--- src/hdl/fpfc_pkg.sv ---
package fpfc_pkg;

    localparam int VALUE_WIDTH = 32;
    localparam int FRAC_BITS   = 16;
    localparam int REG_WIDTH   = 31;
    localparam int NUM_REGS    = 8;
    localparam int IDX_WIDTH   = 3;

    typedef logic signed [VALUE_WIDTH-1:0] value_t;

    localparam value_t VMAX = value_t'({1'b0, {(VALUE_WIDTH-1){1'b1}}});
    localparam value_t VMIN = value_t'({1'b1, {(VALUE_WIDTH-1){1'b0}}});

    // 0.7 s threshold and the 30 clamp limit
    localparam logic [REG_WIDTH-1:0] TIME_THRESH =
        REG_WIDTH'((64'd7 << FRAC_BITS) / 64'd10);
    localparam value_t FRIC_LIMIT = value_t'(64'd30 << FRAC_BITS);

    typedef enum logic [2:0] {
        REG_GAIN_P    = 3'd0,
        REG_GAIN_I    = 3'd1,
        REG_GAIN_D    = 3'd2,
        REG_STIFFNESS = 3'd3,
        REG_MASS_M    = 3'd4,
        REG_MASS_L    = 3'd5,
        REG_PERIOD    = 3'd6,
        REG_INV_PER   = 3'd7
    } reg_idx_t;

    // Back-end sequencer states
    typedef enum logic [3:0] {
        S_IDLE, S_DIV, S_SF, S_MODEL, S_F1, S_F2, S_ERR, S_DERR, S_INT,
        S_P, S_D, S_I, S_OUT
    } bstate_t;

    // One classified tick handed from the front to the back
    typedef struct packed {
        value_t ref_force;
        value_t tau;
        value_t torque;
        value_t acc_m;
        value_t x_e;
        value_t acc_l;
        logic   latch;   // this tick sets the start latch
    } tick_t;

    function automatic value_t sat_add(input value_t a, input value_t b);
        logic signed [VALUE_WIDTH:0] s;
        begin
            s = {a[VALUE_WIDTH-1], a} + {b[VALUE_WIDTH-1], b};
            if (s[VALUE_WIDTH] != s[VALUE_WIDTH-1])
                sat_add = s[VALUE_WIDTH] ? VMIN : VMAX;
            else
                sat_add = s[VALUE_WIDTH-1:0];
        end
    endfunction

    function automatic value_t sat_sub(input value_t a, input value_t b);
        logic signed [VALUE_WIDTH:0] s;
        begin
            s = {a[VALUE_WIDTH-1], a} - {b[VALUE_WIDTH-1], b};
            if (s[VALUE_WIDTH] != s[VALUE_WIDTH-1])
                sat_sub = s[VALUE_WIDTH] ? VMIN : VMAX;
            else
                sat_sub = s[VALUE_WIDTH-1:0];
        end
    endfunction

endpackage

--- src/hdl/fpfc_cfg.sv ---
// Configuration register file.
module fpfc_cfg (
    input  logic                                           clk,
    input  logic                                           rst_n,
    input  logic                                           cfg_valid,
    output logic                                           cfg_ready,
    input  logic [fpfc_pkg::IDX_WIDTH-1:0]                 cfg_index,
    input  logic [fpfc_pkg::REG_WIDTH-1:0]                 cfg_data,
    output logic [fpfc_pkg::NUM_REGS-1:0][fpfc_pkg::REG_WIDTH-1:0] regs
);
    logic [fpfc_pkg::NUM_REGS-1:0][fpfc_pkg::REG_WIDTH-1:0] regs_reg;

    assign cfg_ready = 1'b1;
    assign regs = regs_reg;

    always_ff @(posedge clk or negedge rst_n)
    begin
        if (!rst_n)
        begin
            regs_reg[fpfc_pkg::REG_GAIN_P]    <= '0;
            regs_reg[fpfc_pkg::REG_GAIN_I]    <= '0;
            regs_reg[fpfc_pkg::REG_GAIN_D]    <= '0;
            regs_reg[fpfc_pkg::REG_STIFFNESS] <= '0;
            regs_reg[fpfc_pkg::REG_MASS_M]    <= fpfc_pkg::REG_WIDTH'(65536);
            regs_reg[fpfc_pkg::REG_MASS_L]    <= fpfc_pkg::REG_WIDTH'(65536);
            regs_reg[fpfc_pkg::REG_PERIOD]    <= fpfc_pkg::REG_WIDTH'(66);
            regs_reg[fpfc_pkg::REG_INV_PER]   <= fpfc_pkg::REG_WIDTH'(65536000);
        end
        else if (cfg_valid)
            regs_reg[cfg_index] <= cfg_data;
    end
endmodule

--- config.mk ---
export PLATFORM = sky130hd
export DESIGN_NAME = fpfc_cfg
export DESIGN_NICKNAME = d
export VERILOG_FILES = /design/src/hdl/fpfc_pkg.sv /design/src/hdl/fpfc_cfg.sv
export SDC_FILE = /design/constraint.sdc
export NUM_CORES = 1
export LEC_CHECK = 0
export BUFFER_PORTS_ARGS = -buffer_cell sky130_fd_sc_hd__buf_2
export CAP_MARGIN = 20
export CORE_MARGIN = 4
export CORE_UTILIZATION = 51
export DETAILED_ROUTE_END_ITERATION = 8
export PLACE_DENSITY_LB_ADDON = 0.08
export SYNTH_ARGS = -nofsm -noshare
export SYNTH_HDL_FRONTEND = slang
export SYNTH_SLANG_ARGS = --single-unit
--- constraint.sdc ---
create_clock -name clk -period 0.8 [get_ports clk]
set_input_delay 0.16 -clock clk [delete_from_list [all_inputs] [get_ports clk]]
set_output_delay 0.16 -clock clk [all_outputs]
set_load 0.02 [all_outputs]
==> results of run 1 <==
==> per-stage QoR <==
stage	std cells	TNS [ns]	hold WS (ns)	power (mW)	util
global placement	1046	-131.51	0.03145	27.98	0.6498
detailed placement	1046	-138.32	0.03837	28.31	0.6498
finish	1261	-126.09	0.03314	48.39	0.9110
floorplan	530	-63.84	-0.1356	23.74	-
CTS	1225	-118.71	0.00006012	45.46	0.8668
global route	1261	-133.26	0.02383	49.88	0.9110
==> Yosys cell counts (all sizes together) <==
library cell / count / area (um2)
and4bb: 3 / 48.80
buf: 25 / 191.4
conb: 1 / 3.750
dfrtp: 238 / 5956
dfstp: 10 / 262.8
mux2: 248 / 2793
nand4: 1 / 6.260
nand4b: 3 / 26.28
nor4b: 1 / 23.77
==> cell type report <==
cell class,count,area (um2),area share
Sequential cell,248,6218,0.3800
Timing Repair Buffer,481,5483,0.3350
Multi-Input combinational cell,257,3551,0.2170
Clock buffer,39,790.8,0.04832
Tap cell,229,286.5,0.01751
Clock inverter,7,35.03,0.002141
==> power groups by stage <==
stage	Clock, mW	Sequential (mW)	Combinational, mW
final	11.8	18.1	18.5
after global routing	12.4	18.3	19.1
after CTS	11.7	17.6	16.2
after detailed placement	0	17.1	11.2
after global placement	0	17.0	11.0
after floorplan	0	20.4	3.30
==> repair_timing <==
action / 4_1_cts / 5_1_grt
resized for setup: 559 / 185
gates cloned: 13 / 5
hold endpoints to repair: 417 / 0
hold buffers: 25 / 0
endpoints found under the setup margin: 422 / 472
setup buffers: 95 / 73
pin swaps: 5 / 4
==> cell usage in the layout, fill, tap and decap left out <==
master | Yosys | final
buf_6 | 9 | 362
mux2_2 | 239 | 75
nand4b_1 | 3 | 3
clkbuf_8 | 0 | 7
mux2_4 | 0 | 173
nor4b_4 | 1 | 1
clkinv_2 | 0 | 7
conb_1 | 1 | 1
dfrtp_1 | 238 | 238
buf_2 | 12 | 31
nand4_1 | 1 | 1
buf_8 | 0 | 6
buf_16 | 0 | 5
clkbuf_1 | 0 | 5
and4bb_4 | 3 | 3
clkbuf_16 | 0 | 31
buf_12 | 0 | 25
buf_4 | 4 | 23
dlygate4sd3_1 | 0 | 25
dfstp_2 | 10 | 10
==> how the worst max path moves through the flow <==
stage | from | endpoint | slack (ns) | cells after the start
2_1_floorplan | cfg_index[2] | regs[0] | -0.35 | 3
3_3_place_gp | cfg_index[2] | regs[14] | -0.57 | 4
3_5_place_dp | cfg_index[2] | regs[95] | -0.61 | 4
4_1_cts | regs[192] | regs[192] | -0.57 | 1
5_1_grt | regs[241] | regs[241] | -0.61 | 1
6_report | regs[241] | regs[241] | -0.59 | 1
==> layer usage <==
| metal | routed length [um] | global-route usage |
|---|---|---|
| met4 | 1451 | 0.09155 |
| met3 | 2842 | 0.07401 |
| met5 | 0 | 0 |
| met2 | 19150 | 0.5581 |
| met1 | 12930 | 0.3584 |
==> cell families after synthesis <==
group | count (synthesis) | share of synthesized area
mux | 248 | 0.2999
flops | 248 | 0.6678
buf+inv | 25 | 0.02056
simple gates | 8 | 0.01129
other cells | 1 | 0.0004027
==> worst reg2reg max path, stage by stage, from the launching register on <==
cell     delay [ns]
dfrtp_1        0.43
buf_6          0.14
buf_6          0.10
mux2_4         0.25
==> flow_summary.toml, run 1 <==
[cts]
numCtsBuffers = 26
htree_levels = 1
cts_tree = "built"
clock-root-buffer = "clkbuf_16"
insertion_delay_ns = 0.51
clkTransAtPathRegs_ns = 0.06
cts_num_sinks = 248
cts_buffer_depth = 3

[sta]
max_freq_mhz = 718.8
drv_slew = 0
setup_ws_ns = -0.5912
setup_viol = 459
grt_setup_unrepaired = "yes"
finalHoldViolations = 0
finClkSkew_ns = 0
period_share = 1.739
fin_crit_ns = 1.391

[global_routing]
grt_pass1_wl_um = 47530
grt_max_degree = 43
grt_pass1_vias = 7695
gr-total-overflow = 0
grt.total_usage = 0.3062
antenna_found_initial = 0

[route]
vias = 7016
drc = 0
vias_per_cell = 5.564
wl_um = 36370
antenna_left = 0
drt-initial-drc-count = 345
wire_per_inst_um = 28.84
drt_first_pass_iters = 4

[worst_setup_path]
reg2reg_to = "regs[121]"
worstSetupEndpointType = "output port"
worst_r2r_path_depth = 3
rr_startpoint = "regs[121]"
worstPathArrival_ns = 1.23
critPathBufInv = 1
cpMaxStageDelayCell = "dfstp_2"
slowest_delay_ns = 0.57
critical_path_required_ns = 0.64
start_kind = "flop"
crit_type = "flop to output port"
worstPathMaxFanout = 2
critical_path.top_delay_family = "flip-flops"
reg2reg_slack_ns = -0.24
path_cells = "buf_6"

[pwr]
switching_share = 0.3178
worst_ir_drop_vdd_v = 0.002608
p_per_area_nw_per_um2 = 2957
power.clock.fraction = 0.244
p_int_mw = 33.02
combPwrFrac = 0.382
leakagePower_nw = 7.993
p_sw_mw = 15.38
pwr-share-seq = 0.374

[layout]
fillers = 563
areaGrowthSynthToFinish_pct = 75.75
final_area_um2 = 16360
drive_gt1_frac = 0.7355
nets = 1051
largest_register_ff_count = 248
num_antenna_cells = 0

[place]
dp_hpwl_um = 16620
port_buffers = 284
dpl-instance-area_um2 = 11670
gp_congestion = 0.7915
dp_worst_setup_slack_ns = -0.6125

[die]
start_util = 0.5184
die_w_um = 143.1
rows = 49
coreArea_um2 = 17960
die_h_um = 143.1
die_area_um2 = 20480
io_pins = 286

[worst_hold_path]
hold_path_depth = 2
holdPathEnd = "regs[47]"
hold_class = "primary input to flop"
hold_start = "cfg_data[16]"

[outcome]
failed_checks = "negative setup slack"
status = "finished with violations"

[yosys]
yosysWarningCount = 0
synth.cell_area_um2 = 9311
syn_avg_cell_area_um2 = 17.57
seq_area_frac_synth = 0.6678
synth_cell_types = 12
synth-seq-cells = 248
syn_nets = 567
netlist_instances = 530

[flow_run]
maxCapViolations = 0
Power figures use the tool's default switching activity.
==> run 2, diff against run 1 <==
- ABC_AREA: unset -> 1
- CORE_UTILIZATION: 51 -> 52
==> run 2 against run 1 <==
- clock power about the same
- cell area is 5.5% lower
- fmax is 1.4% higher
- critical path depth unchanged
- combinational power decreased by 22%
- the flow still finishes with violations (negative setup slack)
- largest cell class unchanged
==> flow_summary.toml, run 2 <==
[sta]
fin_crit_ns = 1.372
setup_ws_ns = -0.5722
finClkSkew_ns = 0
finalHoldViolations = 0
max_freq_mhz = 728.7
grt_setup_unrepaired = "yes"
drv_slew = 0
period_share = 1.715
setup_viol = 274

[yosys]
yosysMostFrequentCell = "nand2_1"
yosysWarningCount = 0
synth_cell_types = 13
synth-seq-cells = 248
syn_avg_cell_area_um2 = 8.724
synth.cell_area_um2 = 9709
synth_common_cells = "633 x nand2_1, 238 x dfrtp_1, 124 x nand3_1, 32 x clkbuf_1"
synthDominantCellAreaShare = 0.6134
synthTopCellsByArea = "dfrtp_1 61%, nand2_1 24%, nand3_1 6.4%"
synth_edf_count = 0
syn_nets = 1150
seq_area_frac_synth = 0.6405
synth_top_flop_cell = "dfrtp_1"
async_reset_ff_frac = 1.000
yosysTopAreaCell = "dfrtp_1"
netlist_instances = 1113

[route]
drc = 0
wire_per_inst_um = 20.94
drt_first_pass_iters = 7
drt-initial-drc-count = 631
vias_per_cell = 5.536
antenna_left = 0
vias = 9909
wl_um = 37480

[worst_setup_path]
critical_path.top_delay_family = "flip-flops"
rr_startpoint = "regs[159]"
critPathBufInv = 1
worst_r2r_path_depth = 4
cp.depth = 1
worstSetupEndpointType = "output port"
start_kind = "flop"
worstPathMaxFanout = 2
reg2reg_to = "regs[159]"
slowest_delay_ns = 0.57
cpMaxStageDelayCell = "dfstp_2"
reg2reg_slack_ns = -0.14
cp-startpoint = "regs[187]"
path_cells = "buf_6"
worstPathArrival_ns = 1.21
crit_type = "flop to output port"
critical_path_required_ns = 0.64
crit_end = "regs[187]"

[cts]
clkTransAtPathRegs_ns = 0.06
cts_buffer_depth = 3
cts_num_sinks = 248
insertion_delay_ns = 0.52
htree_levels = 1
cts_tree = "built"
numCtsBuffers = 26
clock-root-buffer = "clkbuf_16"

[place]
dp_worst_setup_slack_ns = -0.4041
dpl-instance-area_um2 = 11740
dp_hpwl_um = 21040
gp_congestion = 0.8602
dp.cells = 1591
port_buffers = 284

[die]
die_w_um = 144.6
io_pins = 286
die_area_um2 = 20920
rows = 49
die_h_um = 144.6
coreArea_um2 = 18150
start_util = 0.5350

[global_routing]
antenna_found_initial = 2
gr-total-overflow = 0
grt_pass1_vias = 9558
grt_pass1_wl_um = 53160
grt.total_usage = 0.3310
grt_max_degree = 37

[layout]
final_area_um2 = 15460
nets = 1577
areaGrowthSynthToFinish_pct = 59.28
stdcell_count = 1790
layout_common_cells = "611 x nand2_1, 259 x buf_6, 238 x dfrtp_1"
layout_commonest_cell = "nand2_1"
drive_gt1_frac = 0.3489
largest_register_ff_count = 248

[worst_hold_path]
hold_class = "primary input to flop"
hold_path_depth = 3

[pwr]
leakagePower_nw = 8.446
switching_share = 0.3284
combPwrFrac = 0.330
p_sw_mw = 14.33
worst_ir_drop_vdd_v = 0.002278
p_int_mw = 29.30
power.clock.fraction = 0.278
p_per_area_nw_per_um2 = 2821
pwr-share-seq = 0.392

[outcome]
status = "finished with violations"
failed_checks = "negative setup slack"

[flow_run]
maxCapViolations = 0
==> run 2: cell count changes in the layout (fill, tap and decap cells not counted), sizes merged, moves of 5 or more <==
cell,delta
mux2,-248
inv,+5
nand3,+124
buf,+10
nor2,+8
dlygate4sd3,+5
nand2,+633
==> run 2: what timing repair did <==
action                                  4_1_cts  5_1_grt
buffers inserted                             59       63
pin swaps                                     0        7
endpoints found under the hold margin       386        0
endpoints found under the setup margin      248      258
hold buffers                                 30        0
gates cloned                                  0        0
resized for setup                           496       32
==> run 2: layout make-up <==
cell class              count  area, um2
diodes                      2      5.005
clock buffers              44      849.6
clock inverters             3      17.52
fillers                   954       2683
inverters                   6      23.77
multi-input cells         766       3141
flip-flops and latches    248       6218
well taps                 229      286.5
repair buffers            492       4923
==> run 2: metrics by stage <==
| step | util | power, mW | hold slack [ns] | TNS [ns] |
|---|---|---|---|---|
| after detailed placement | 0.6470 | 25.78 | 0.1421 | -85.41 |
| after global placement | 0.6470 | 25.58 | 0.1441 | -83.86 |
| after floorplan | - | 21.69 | -0.1356 | -4.971 |
| final | 0.8522 | 43.62 | 0.02223 | -107.15 |
| after CTS | 0.8212 | 42.00 | 0.002493 | -106.81 |
| after global routing | 0.8522 | 45.24 | 0.02277 | -113.46 |
==> run 2: worst min path at each step <==
stage                             from   endpoint  slack, ns
after floorplan                  rst_n    regs[0]      -0.14
after detailed placement         rst_n   regs[86]       0.14
after CTS                 cfg_data[29]  regs[246]      0.002
final                     cfg_data[29]  regs[246]       0.02
after global placement           rst_n   regs[86]       0.14
after global routing      cfg_data[29]  regs[184]       0.02
==> run 2: power by group through the flow <==
stage | Combinational, mW | Clock [mW] | Sequential [mW]
final | 14.4 | 12.1 | 17.1
after global routing | 15.2 | 12.8 | 17.2
after CTS | 12.9 | 12.1 | 16.9
after detailed placement | 9.26 | 0 | 16.5
after global placement | 9.06 | 0 | 16.5
after floorplan | 2.36 | 0 | 19.3
==> run 2: cell families after synthesis <==
logic type | synth area share
flip-flops | 0.6405
AND/OR/NAND/NOR | 0.3128
other | 0.0003862
buffers and inverters | 0.04639
==> run 2: per-layer routing <==
layer | track usage | routed length (um) | vias to the layer above
met5 | 0 | 0 | -
met1 | 0.4331 | 13340 | 4814
met2 | 0.5389 | 18330 | 664
li1 | - | - | 4265
met4 | 0.1340 | 1933 | 0
met3 | 0.07606 | 3875 | 166
