**src/hdl/fpfc_pkg.sv**
```systemverilog
package fpfc_pkg;

    localparam int VALUE_WIDTH = 32;
    localparam int FRAC_BITS   = 16;
    localparam int REG_WIDTH   = 31;
    localparam int NUM_REGS    = 8;
    localparam int IDX_WIDTH   = 3;

    typedef logic signed [VALUE_WIDTH-1:0] value_t;

    localparam value_t VMAX = value_t'({1'b0, {(VALUE_WIDTH-1){1'b1}}});
    localparam value_t VMIN = value_t'({1'b1, {(VALUE_WIDTH-1){1'b0}}});

    // 0.7 s threshold and the 30 clamp limit
    localparam logic [REG_WIDTH-1:0] TIME_THRESH =
        REG_WIDTH'((64'd7 << FRAC_BITS) / 64'd10);
    localparam value_t FRIC_LIMIT = value_t'(64'd30 << FRAC_BITS);

    typedef enum logic [2:0] {
        REG_GAIN_P    = 3'd0,
        REG_GAIN_I    = 3'd1,
        REG_GAIN_D    = 3'd2,
        REG_STIFFNESS = 3'd3,
        REG_MASS_M    = 3'd4,
        REG_MASS_L    = 3'd5,
        REG_PERIOD    = 3'd6,
        REG_INV_PER   = 3'd7
    } reg_idx_t;

    // Back-end sequencer states
    typedef enum logic [3:0] {
        S_IDLE, S_DIV, S_SF, S_MODEL, S_F1, S_F2, S_ERR, S_DERR, S_INT,
        S_P, S_D, S_I, S_OUT
    } bstate_t;

    // One classified tick handed from the front to the back
    typedef struct packed {
        value_t ref_force;
        value_t tau;
        value_t torque;
        value_t acc_m;
        value_t x_e;
        value_t acc_l;
        logic   latch;   // this tick sets the start latch
    } tick_t;

    function automatic value_t sat_add(input value_t a, input value_t b);
        logic signed [VALUE_WIDTH:0] s;
        begin
            s = {a[VALUE_WIDTH-1], a} + {b[VALUE_WIDTH-1], b};
            if (s[VALUE_WIDTH] != s[VALUE_WIDTH-1])
                sat_add = s[VALUE_WIDTH] ? VMIN : VMAX;
            else
                sat_add = s[VALUE_WIDTH-1:0];
        end
    endfunction

    function automatic value_t sat_sub(input value_t a, input value_t b);
        logic signed [VALUE_WIDTH:0] s;
        begin
            s = {a[VALUE_WIDTH-1], a} - {b[VALUE_WIDTH-1], b};
            if (s[VALUE_WIDTH] != s[VALUE_WIDTH-1])
                sat_sub = s[VALUE_WIDTH] ? VMIN : VMAX;
            else
                sat_sub = s[VALUE_WIDTH-1:0];
        end
    endfunction

endpackage

```
**src/hdl/fpfc_front.sv**
```systemverilog
// Front end: input beat capture, start-latch decision, small FIFO.
module fpfc_front (
    input  logic                                   clk,
    input  logic                                   rst_n,
    input  logic                                   in_valid,
    output logic                                   in_ready,
    input  fpfc_pkg::value_t                       ref_force,
    input  fpfc_pkg::value_t                       spring_force,
    input  fpfc_pkg::value_t                       motor_torque,
    input  fpfc_pkg::value_t                       motor_accel,
    input  fpfc_pkg::value_t                       load_position,
    input  fpfc_pkg::value_t                       load_accel,
    input  logic [fpfc_pkg::REG_WIDTH-1:0]         now_time,
    output logic                                   q_valid,
    input  logic                                   q_ready,
    output fpfc_pkg::tick_t                        q_data
);

    fpfc_pkg::tick_t fifo_reg [2];
    logic       wr_ptr_reg, rd_ptr_reg;
    logic [1:0] count_reg;
    logic       started_reg;
    logic       push, pop;
    fpfc_pkg::tick_t t;

    assign in_ready = (count_reg != 2'd2);
    assign push     = in_valid && in_ready;
    assign q_valid  = (count_reg != 2'd0);
    assign pop      = q_valid && q_ready;
    assign q_data   = fifo_reg[rd_ptr_reg];

    always_comb
    begin
        t.ref_force = ref_force;
        t.tau       = spring_force;
        t.torque    = motor_torque;
        t.acc_m     = motor_accel;
        t.x_e       = load_position;
        t.acc_l     = load_accel;
        t.latch     = !started_reg && (now_time > fpfc_pkg::TIME_THRESH);
    end

    always_ff @(posedge clk)
    begin
        if (push)
            fifo_reg[wr_ptr_reg] <= t;
    end

    always_ff @(posedge clk or negedge rst_n)
    begin
        if (!rst_n)
        begin
            wr_ptr_reg  <= 1'b0;
            rd_ptr_reg  <= 1'b0;
            count_reg   <= 2'd0;
            started_reg <= 1'b0;
        end
        else
        begin
            if (push)
                wr_ptr_reg <= !wr_ptr_reg;
            if (pop)
                rd_ptr_reg <= !rd_ptr_reg;
            count_reg <= count_reg + {1'b0, push} - {1'b0, pop};
            if (push && t.latch)
                started_reg <= 1'b1;
        end
    end

`ifndef SYNTHESIS
    a_no_overflow: assert property (@(posedge clk) disable iff (!rst_n)
        count_reg == 2'd2 |-> !push) else $error("fifo overflow");
    a_latch_once: assert property (@(posedge clk) disable iff (!rst_n)
        started_reg |-> !t.latch) else $error("latch set twice");
    a_count_range: assert property (@(posedge clk) disable iff (!rst_n)
        count_reg != 2'd3) else $error("bad fifo count");
`endif

endmodule

```
**config.mk**
```make
export PLATFORM = sky130hd
export DESIGN_NAME = fpfc_front
export DESIGN_NICKNAME = d
export VERILOG_FILES = /design/src/hdl/fpfc_pkg.sv /design/src/hdl/fpfc_front.sv
export SDC_FILE = /design/constraint.sdc
export NUM_CORES = 1
export LEC_CHECK = 0
export ABC_CLOCK_PERIOD_IN_PS = 26900
export BUFFER_PORTS_ARGS = -buffer_cell sky130_fd_sc_hd__buf_4
export CAP_MARGIN = 10
export CORE_MARGIN = 4
export CORE_UTILIZATION = 40
export CTS_CLUSTER_SIZE = 12
export DETAILED_ROUTE_END_ITERATION = 8
export GPL_TIMING_DRIVEN = 0
export PLACE_DENSITY = 0.61
export SLEW_MARGIN = 10
export SYNTH_ARGS = -nofsm -noshare
export SYNTH_HDL_FRONTEND = slang
export SYNTH_SLANG_ARGS = --single-unit
```
**constraint.sdc**
```tcl
create_clock -name clk -period 26.9 [get_ports clk]
set_input_delay 2.69 -clock clk [delete_from_list [all_inputs] [get_ports clk]]
set_output_delay 2.69 -clock clk [all_outputs]
set_load 0.02 [all_outputs]
```
==> metrics.md, run 1 <==
| Metric | Value |
|---|---|
| Post-route ant nets | `0` |
| Post-route insts no fill | `1605` |
| Ys flop type | `edfxtp_1` |
| Async S/R FF share, synth | `about 1.3%` |
| Postcts setup bufs | `0` |
| Area growth syn-to-layout | `37.31%` |
| First-pass GRT wire length | `48.13 mm` |
| CTS resizes | `0` |
| Clock share of power | `24.5%` |
| DRT iter0 DRCs | `336` |
| EDFF count, synth | `386` |
| Io pins | `422` |
| Share of the synthesized area in the top cell type | `about four fifths` |
| Critical-path maximum fanout | `10` |
| Chip height | `196.5 µm` |
| Core area | `about 0.035 mm²` |
| Gr ovfl total | `0` |
| Cell area power density | `112.6 mW/mm²` |
| Final Critical Period | `5.493 ns` |
| Final routed DRC violation total | `0` |
| WL/cell | `between 20 and 25 µm` |
| # clock sinks | `391` |
| Post-synthesis instance total | `639` |
| Filler cell count | `2755` |
| Vias in the first global route | `between 8000 and 9000` |
| Hold Path Class | `flop to flop` |
| Post-DP Area | `0.01821 mm²` |
| Cells along the critical path | `clkbuf_1 > clkbuf_1 > clkbuf_1 > mux2_2 > buf_4` |
| Setup tns final | `0 ns` |
| Slowest Stage Delay on Critical Path | `0.68 ns` |
| Syn avg cell area | `22.25 µm²` |
| I/O Buffers | `421` |
| CP endpoint kind | `primary output` |
| Syn. warnings | `0` |
| Initial antenna violation count | `6` |
| Gr usage total | `between 15 and 20%` |
| RSZ-0062 raised after global routing | `false` |
| Synth unique cells | `27` |
| Required time of the critical path | `24.21 ns` |
| Critical Path AT | `2.80 ns` |
| Placer Congestion | `around 0.75` |
| Final Setup Violations | `0` |
| Crit path buf inv count | `4` |
| Finished layout cell area | `0.01952 mm²` |
| Run status | `finished, final reports clean` |
| Slowest cell on crit path | `clkbuf_1` |
| CTS Hold Buffers Added | `0` |
| Most Frequent Cell on Critical Path | `clkbuf_1` |
| Largest cells by area after synthesis | `edfxtp_1, mux2_2, dfrtp_1, clkbuf_1, buf_2` |
| Post-Syn Area | `0.01422 mm²` |
| Synthesized flop and latch total | `between 300 and 400` |
| NetSw | `693.3 µW` |
| Syn nets | `868` |
| Layout cell share with drive strength beyond 1 | `about 60%` |
| Final hold vios | `0` |
| Detailed Place HPWL | `23.63 mm` |
| Pre-Repair DR Iteration Count | `4` |
| Hold WS | `about 0.50 ns` |
| Vias | `7588` |
| Latest clock arrival within the worst-skew pair | `0.53 ns` |
| Post-synthesis sequential area ratio | `82.41%` |
| Worst Tran Pin Value | `between 0.8 and 0.9 ns` |
| Worst vdd ir | `0.06958 mV` |
| Num CTS Buffers | `42` |
| Die area | `~0.039 mm²` |
| Initial Util | `between 40% and 50%` |
| Nets@finish | `1344` |
| Largest area contributor in the netlist | `edfxtp_1` |
| Die extent in x | `just under 200 µm` |
| DR vias/cell | `between 4 and 5` |
| Logic pwr share | `36.6%` |
| Largest net degree at the start of global routing | `57` |
| Leak | `0.007275 µW` |
| CTS tree | `done` |
| Htree depth | `2` |
| Top Usage Layer GRT | `met2` |
| Clock transition at path regs | `0.05 ns` |
| Met3 Track Usage GR | `7.419%` |
| Row Count | `68` |
| Post-layout power | `2198 µW` |
| Max reg flops | `386` |
| Crit path max-delay family | `buffers and inverters` |
| Sw Ratio | `around a third` |
| Grt met2 use | `26.24%` |
| Register share of total power | `38.9%` |
| Most frequent cell after synthesis | `edfxtp_1` |
| CP Launch Type | `flop` |
| Total Wirelength | `~33 mm` |
| Grt met1 use | `19.97%` |
| Critical path class | `flop to primary output` |
| Final worst-path cycle share | `approximately a fifth` |
| Max cap viols | `0` |
| CTS root buf | `clkbuf_16` |
| Maximum root-to-sink buffer count | `3` |
| Final Max Tran Viols | `0` |
| Fmax | `182.1 MHz` |
| Internal power | `about 1500 µW` |
| Inst Count DP | `1526` |
| Most instantiated cells after synthesis | `edfxtp_1, mux2_2, clkbuf_1` |
| Worst Skew | `0.01705 ns` |
| Rel. slew slack | `42.79%` |
## kinds of logic after synthesis
group                      count (synthesis)  synth area share, %
xor gates and xnor gates                   4               0.2465
DFF                                      391                82.41
buffers and inverters                     23               0.6776
and+or+nand+nor                           17               0.7568
adders and majority gates                  2               0.1760
muxes                                    193                15.29
AOI/OAI and AO/OA                          9               0.4488
## power by group through the flow
stage,registers [µW],clock network (µW),logic (µW)
after global routing,866,583,855
after floorplan,902,0,456
after detailed placement,869,0,818
final,855,539,804
after CTS,856,553,822
after global placement,933,0,786
## per-stage QoR
step	setup slack (ns)	util, %
after floorplan	15.34	-
after global placement	10.04	51.57
after detailed placement	21.90	52.33
after CTS	21.31	56.07
after global routing	21.23	56.09
final	21.41	56.10
## tightest hold or removal path, delay by kind of cell, from the launching register on
family / cells / cell delay, ns
AO/OA/AOI/OAI: 2 / 0.11
flip-flops: 1 / 0.35
## routing by layer
metal / vias up / share of wire [%]
li1: 3526 / -
met1: 3722 / 39
met2: 293 / 49
met3: 41 / 11
met4: 6 / 1.7
met5: - / 0.11
## final timing paths
path,slack [ns],start,depth (start not counted),endpoint
worst max-delay path,21.41,rd_ptr_reg,5,q_data[173]
worst min-delay path,0.50,started_reg,2,started_reg
worst max register to register,24.54,count_reg[1],4,fifo_reg[1][175]
worst min register to register,0.50,started_reg,2,started_reg
max in group asynchronous,24.84,rst_n,1,rd_ptr_reg
min in group asynchronous,1.95,rst_n,1,count_reg[0]
## placed cells by master (no fill, tap or decap), drive strengths merged
cell      instances
a2111oi           1
a21oi             2
a31oi             2
and2              1
and3              1
buf             442
bufinv            1
clkbuf           72
clkinv           13
clkinvlp          1
dfrtp             5
diode             4
edfxtp          386
ha                2
inv               1
mux2            193
nand2             1
nand2b            2
nand4             3
nor2              1
nor3              1
nor4              3
o22a              1
o31ai             2
o41ai             1
or2               1
or3               1
or4               2
xnor2             3
xor2              1
## area by class of cell
class,instances,area [µm²],area share [%]
flip-flops and latches,391,11720,60.02
repair buffers,432,3411,17.47
multi-input cells,225,2417,12.38
clock buffers,60,1212,6.211
well taps,455,569.3,2.916
plain buffers,22,92.59,0.4743
clock inverters,15,88.84,0.4551
diodes,4,10.01,0.05128
inverters,1,3.754,0.01923
Power figures use the tool's default switching activity.
==> inputs of run 2 (changes only) <==
- ABC_CLOCK_PERIOD_IN_PS: 26900 -> 4500
- PLACE_DENSITY: 0.61 -> 0.64
- clock period: 26.9 -> 4.5 ns (I/O delays scaled with it)
==> metrics.md, run 2 (synthesis results as in run 1) <==
| Metric | Value |
|---|---|
| Rel. slew slack | `48.02% (+5.2 points)` |
| Max reg flops | `386 (unchanged)` |
| I/O Buffers | `421 (unchanged)` |
| Initial Util | `40.86% (unchanged)` |
| Vias in the first global route | `8258 (+3.1%)` |
| Latest clock arrival within the worst-skew pair | `0.54 ns (about the same)` |
| Final routed DRC violation total | `0 (unchanged)` |
| CP endpoint kind | `primary output` |
| Cell area power density | `677.3 mW/mm² (+500%)` |
| Critical Path AT | `2.76 ns (-0.04 ns)` |
| DR vias/cell | `4.839 (+2.4%)` |
| Slowest Stage Delay on Critical Path | `0.58 ns (-0.10 ns)` |
| Nets@finish | `1344 (unchanged)` |
| Critical path class | `flop to primary output` |
| Htree depth | `2 (unchanged)` |
| Final Critical Period | `~3.2 ns` |
| Required time of the critical path | `4.05 ns (-20.16 ns)` |
| # clock sinks | `391 (unchanged)` |
| Placer Congestion | `0.8209 (+9.5%)` |
| Num CTS Buffers | `42 (unchanged)` |
| Largest net degree at the start of global routing | `54 (-5.3%)` |
| Gr ovfl total | `0 (unchanged)` |
| DRT iter0 DRCs | `252 (-25%)` |
| Final Max Tran Viols | `0 (unchanged)` |
| Die area | `0.03862 mm² (unchanged)` |
| Register share of total power | `38.7% (-0.2 points)` |
| Final worst-path cycle share | `71.34%` |
| First-pass GRT wire length | `49.41 mm (+2.7%)` |
| Slowest cell on crit path | `clkbuf_1` |
| Most Frequent Cell on Critical Path | `clkbuf_1` |
| Clock share of power | `25.0% (+0.5 points)` |
| Chip height | `196.5 µm (unchanged)` |
| CP Launch Type | `flop` |
| Postcts setup bufs | `0 (unchanged)` |
| CTS tree | `done` |
| Vias | `7748 (+2.1%)` |
| Worst Tran Pin Value | `0.7778 ns (-0.08034 ns)` |
| Pre-Repair DR Iteration Count | `4 (unchanged)` |
| Post-route insts no fill | `1601 (-0.25%)` |
| Internal power | `9046 µW (+500%)` |
| Clock transition at path regs | `0.06 ns (about the same)` |
| Fmax | `311.5 MHz` |
| Hold Path Class | `primary input to flop` |
| CTS root buf | `clkbuf_16` |
| Initial antenna violation count | `3 (-3)` |
| Maximum root-to-sink buffer count | `3 (unchanged)` |
| Layout cell share with drive strength beyond 1 | `60.10% (about the same)` |
| Detailed Place HPWL | `23.65 mm (about the same)` |
| Critical-path maximum fanout | `10 (unchanged)` |
| Post-route ant nets | `0 (unchanged)` |
| Row Count | `68 (unchanged)` |
| Io pins | `422 (unchanged)` |
| RSZ-0062 raised after global routing | `false` |
| Core area | `0.03480 mm² (unchanged)` |
| Gr usage total | `16.70% (+0.48 points)` |
| Post-DP Area | `0.01819 mm² (-0.11%)` |
| Worst Skew | `0.01691 ns (-0.0001396 ns)` |
| Total Wirelength | `33.39 mm (+2.0%)` |
| Max cap viols | `0 (unchanged)` |
| Area growth syn-to-layout | `37.30% (about the same)` |
| Commonest non-fill, non-tap cell in the layout | `buf_4` |
| R2R cell count | `6 (+2)` |
| Worst vdd ir | `0.4123 mV (+490%)` |
| WL/cell | `20.86 µm (+2.2%)` |
| Cells along the critical path | `clkbuf_1 > clkbuf_1 > clkbuf_1 > mux2_2 > buf_4` |
| Final hold vios | `0 (unchanged)` |
| Die extent in x | `196.5 µm (unchanged)` |
| Inst Count DP | `1525 (-0.066%)` |
| Hold-critical path depth | `1 (-1)` |
| Leak | `0.007274 µW (about the same)` |
| Run status | `finished, final reports clean` |
| CTS resizes | `0 (unchanged)` |
| Finished layout cell area | `0.01952 mm² (about the same)` |
| Commonest non-fill, non-tap cells in the layout | `buf_4, edfxtp_1, mux2_2` |
| NetSw | `4175 µW (+500%)` |
| Logic pwr share | `36.3% (-0.3 points)` |
| Final Setup Violations | `0 (unchanged)` |
| Sw Ratio | `31.58% (+0.038 points)` |
run 2: power by group through the flow:
stage | combinational, µW | clock (µW) | sequential (µW)
floorplan | 2730 | 0 | 5230
global placement | 4710 | 0 | 5320
detailed placement | 4880 | 0 | 5200
CTS | 4900 | 3400 | 5130
global route | 5100 | 3570 | 5180
finish | 4800 | 3300 | 5120
run 2: metal layers:
layer | global-route usage (%) | vias to the layer above | share of wire, %
li1 | - | 3519 | -
met3 | 6.581 | 61 | 9.9
met4 | 6.646 | 0 | 3.0
met2 | 26.46 | 312 | 48
met1 | 20.76 | 3856 | 39
met5 | 0 | - | 0
run 2: per-stage QoR:
step	worst slack (ns)	TNS, ns	hold WS, ns	power [µW]	util (%)
floorplan	0.3788	0	0.1544	7960	-
global placement	-1.325	-314.08	0.2558	10020	51.60
detailed placement	1.751	0	0.2583	10080	52.27
CTS	1.148	0	0.04264	13430	56.07
global route	1.028	0	0.05429	13850	56.09
finish	1.290	0	0.08536	13220	56.09
run 2: cell type report:
| class | count | area [µm²] |
|---|---|---|
| clock buffers | 57 | 1171 |
| fillers | 2759 | 15280 |
| plain buffers | 22 | 92.59 |
| repair buffers | 432 | 3401 |
| well taps | 455 | 569.3 |
| clock inverters | 15 | 141.4 |
| multi-input cells | 225 | 2417 |
| flip-flops and latches | 391 | 11720 |
| diodes | 3 | 7.507 |
| inverters | 1 | 3.754 |
run 2: path summary, 6_finish.rpt:
kind,from,slack [ns],to
worst min register to register,started_reg,0.50,started_reg
worst max-delay path,rd_ptr_reg,1.29,q_data[180]
worst max register to register,count_reg[1],2.04,fifo_reg[0][123]
max in group asynchronous,rst_n,4.11,wr_ptr_reg
min in group asynchronous,rst_n,0.27,count_reg[0]
worst min-delay path,motor_accel[21],0.09,fifo_reg[1][86]
run 2: timing repair:
action	4_1_cts	5_1_grt
endpoints found under the setup margin	0	0
hold buffers	1	0
hold endpoints to repair	5	0
run 2: worst max-delay path, delay by kind of cell (launching register included):
| family | cells | cell delay [ns] |
|---|---|---|
| buffers and inverters | 4 | 1.47 |
| muxes | 1 | 0.41 |
| DFF | 1 | 0.32 |
==> inputs of run 3 (changes only) <==
- ABC_AREA: unset -> 1
- ABC_CLOCK_PERIOD_IN_PS: 4500 -> 2700
- clock period: 4.5 -> 2.7 ns (I/O delays scaled with it)
==> metrics.md, run 3 <==
| Metric | Value |
|---|---|
| Run status | `finished, final reports clean` |
| Initial antenna violation count | `3 (unchanged)` |
| Finished layout cell area | `0.02196 mm² (+13%)` |
| Vias in the first global route | `10880 (+32%)` |
| Worst Skew | `0.009915 ns (-0.006996 ns)` |
| CTS root buf | `clkbuf_16` |
| Layout cell share with drive strength beyond 1 | `30.31% (-30 points)` |
| Worst Tran Pin Value | `0.7807 ns (+0.002841 ns)` |
| Setup tns final | `0 ns (unchanged)` |
| # clock sinks | `391 (unchanged)` |
| DRT iter0 DRCs | `477 (+89%)` |
| Largest cells by area after synthesis | `edfxtp_1, nand2_1, buf_2, dfrtp_1, nor2_1` |
| Logic pwr share | `40.8% (+4.5 points)` |
| Post-Syn Area | `0.01450 mm² (+2.0%)` |
| Fmax | `435.9 MHz` |
| Seq. cell area | `0.01172 mm² (unchanged)` |
| NetSw | `8603 µW (+110%)` |
| Cells along the critical path | `inv_1 > nand2_4 > nand2_4 > nor2_4 > buf_12 > buf_12 > buf_12` |
| Clock transition at path regs | `0.06 ns (about the same)` |
| Final hold vios | `0 (unchanged)` |
| CP Launch Type | `flop` |
| First-pass GRT wire length | `58.84 mm (+19%)` |
| Largest net degree at the start of global routing | `29 (-46%)` |
| Final Critical Period | `~2.3 ns` |
| Max cap viols | `0 (unchanged)` |
| Chip height | `198.4 µm (+0.95%)` |
| Rel. slew slack | `47.83% (-0.19 points)` |
| Initial Util | `40.67% (-0.19 points)` |
| Post-layout power | `23870 µW (+81%)` |
| WL/cell | `17.37 µm (-17%)` |
| Hold Path Class | `primary input to flop` |
| Maximum root-to-sink buffer count | `3 (unchanged)` |
| Gr usage total | `19.26% (+2.6 points)` |
| CP endpoint kind | `flop` |
| Sw Ratio | `36.04% (+4.5 points)` |
| Clock share of power | `23.4% (-1.6 points)` |
| Commonest non-fill, non-tap cell in the layout | `nand2_1` |
| Total Wirelength | `39.32 mm (+18%)` |
| Post-route ant nets | `0 (unchanged)` |
| CTS resizes | `0 (unchanged)` |
| Register share of total power | `35.8% (-2.9 points)` |
| Largest area contributor in the netlist | `edfxtp_1` |
| Htree depth | `2 (unchanged)` |
| Critical-path maximum fanout | `28 (+18)` |
| Multi-input gate area | `0.002501 mm² (+3.5%)` |
| Synth unique cells | `20 (-26%)` |
| DR vias/cell | `4.594 (-5.1%)` |
| Filler cell count | `2688 (-2.6%)` |
| Syn nets | `1326 (+53%)` |
| Gr ovfl total | `0 (unchanged)` |
| Worst vdd ir | `0.6936 mV (+68%)` |
| Area growth syn-to-layout | `51.44%` |
| Syn. warnings | `0 (unchanged)` |
| RSZ-0062 raised after global routing | `false` |
| Share of the synthesized area in the top cell type | `79.93% (-1.6 points)` |
| Most frequent cell after synthesis | `nand2_1` |
| Most instantiated cells after synthesis | `nand2_1, edfxtp_1, buf_2` |
| Syn avg cell area | `13.22 µm² (-41%)` |
| Commonest non-fill, non-tap cells in the layout | `nand2_1, buf_4, edfxtp_1` |
| Critical path class | `flop to flop` |
| Critical Path AT | `2.52 ns (-0.24 ns)` |
| Synthesized flop and latch total | `391 (unchanged)` |
| CTS tree | `done` |
| Leak | `0.009440 µW (+30%)` |
| Cell area power density | `1087 mW/mm² (+60%)` |
| Die area | `0.03936 mm² (+1.9%)` |
| Post-DP Area | `0.01868 mm² (+2.7%)` |
| Max reg flops | `386 (unchanged)` |
| EDFF count, synth | `386 (unchanged)` |
| Vias | `10400 (+34%)` |
| Final worst-path cycle share | `roughly 85%` |
| Post-synthesis instance total | `1097 (+72%)` |
| Ys flop type | `edfxtp_1` |
| Pre-Repair DR Iteration Count | `5 (+1)` |
| Nets@finish | `2002 (+49%)` |
| Num CTS Buffers | `43 (+2.4%)` |
| Slowest cell on crit path | `nor2_4` |
| Io pins | `422 (unchanged)` |
| Post-synthesis sequential area ratio | `80.79% (-1.6 points)` |
| Most Frequent Cell on Critical Path | `buf_12` |
| Row Count | `69 (+1.5%)` |
| Final routed DRC violation total | `0 (unchanged)` |
| Required time of the critical path | `2.92 ns (-1.13 ns)` |
| Die extent in x | `198.4 µm (+0.95%)` |
| Latest clock arrival within the worst-skew pair | `0.53 ns (about the same)` |
| Async S/R FF share, synth | `1.279% (unchanged)` |
| I/O Buffers | `421 (unchanged)` |
| Final Setup Violations | `0 (unchanged)` |
| Detailed Place HPWL | `27.16 mm (+15%)` |
| Internal power | `15270 µW (+69%)` |
| Core area | `0.03566 mm² (+2.5%)` |
| Hold WS | `0.06511 ns (-0.02024 ns)` |
| Final Max Tran Viols | `0 (unchanged)` |
| Placer Congestion | `0.7983 (-2.8%)` |
| Slowest Stage Delay on Critical Path | `0.60 ns (+0.02 ns)` |
-- run 3: cell types whose count changed after synthesis, moves of 3 or more --
cell	before	now
nor4_1	3	0
nand3_1	0	4
buf_2	8	32
nor2_1	1	23
nand2_1	1	605
clkbuf_1	12	2
buf_4	0	8
inv_1	1	19
mux2_2	193	0
nand4_1	3	0
-- run 3: final cells by class --
type / instances / share of cell area, %
inverters: 20 / 0.3418
repair buffers: 631 / 25.05
multi-input cells: 643 / 11.39
plain buffers: 43 / 1.088
diodes: 5 / 0.05697
clock inverters: 20 / 0.8888
clock buffers: 50 / 5.213
well taps: 461 / 2.626
flip-flops and latches: 391 / 53.35
-- run 3: cells by family after synthesis --
kind of cell	share of synthesized area, %
adder cells (fa/ha/maj)	0.1725
buffers and inverters	2.166
flip-flops	80.79
XOR/XNOR	0.1812
AND/OR/NAND/NOR	16.64
AO/OA/AOI/OAI	0.05179
-- run 3: worst max-delay path, delay by kind of cell, from the launching register on --
family	cells	cell delay, ns
buffers and inverters	4	0.81
AND/OR/NAND/NOR	3	0.77
flip-flops	1	0.37
-- run 3: power groups by stage --
stage / registers (µW) / logic (µW) / clock network [µW]
floorplan: 8750 / 4920 / 0
global placement: 8880 / 9060 / 0
detailed placement: 8670 / 9630 / 0
CTS: 8550 / 9890 / 5720
global route: 8640 / 10500 / 6010
finish: 8540 / 9740 / 5580
-- run 3: what timing repair did --
| item | in CTS | in global routing |
|---|---|---|
| setup endpoints to repair | 0 | 0 |
| endpoints found under the hold margin | 389 | 0 |
| hold buffers | 193 | 0 |
| setup buffers | 0 | 0 |
-- run 3: path summary, 6_finish.rpt --
| path | start | end | slack [ns] | cells past startpoint |
|---|---|---|---|---|
| max | count_reg[0] | fifo_reg[0][72] | 0.41 | 7 |
| min | q_ready | rd_ptr_reg | 0.07 | 3 |
| max reg2reg | count_reg[0] | fifo_reg[0][72] | 0.41 | 7 |
| min reg2reg | started_reg | started_reg | 0.48 | 2 |
| max in group asynchronous | rst_n | count_reg[1] | 2.48 | 2 |
| min in group asynchronous | rst_n | started_reg | 0.11 | 2 |
-- run 3: through the flow --
| step | cells | setup slack [ns] | utilization (%) |
|---|---|---|---|
| after floorplan | 1097 | -1.195 | - |
| after global placement | 1979 | -2.988 | 51.24 |
| final | 2264 | 0.4061 | 61.59 |
| after CTS | 2259 | 0.3547 | 61.56 |
| after detailed placement | 1996 | 0.3638 | 52.38 |
| after global routing | 2262 | 0.2640 | 61.58 |
-- run 3: metal layers --
metal | GRT usage (%) | vias up | part of all wire [%]
li1 | - | 5044 | -
met1 | 22.62 | 4906 | 38
met2 | 34.02 | 360 | 52
met3 | 4.217 | 91 | 6.3
met4 | 8.595 | 0 | 4.3
met5 | 0 | - | 0
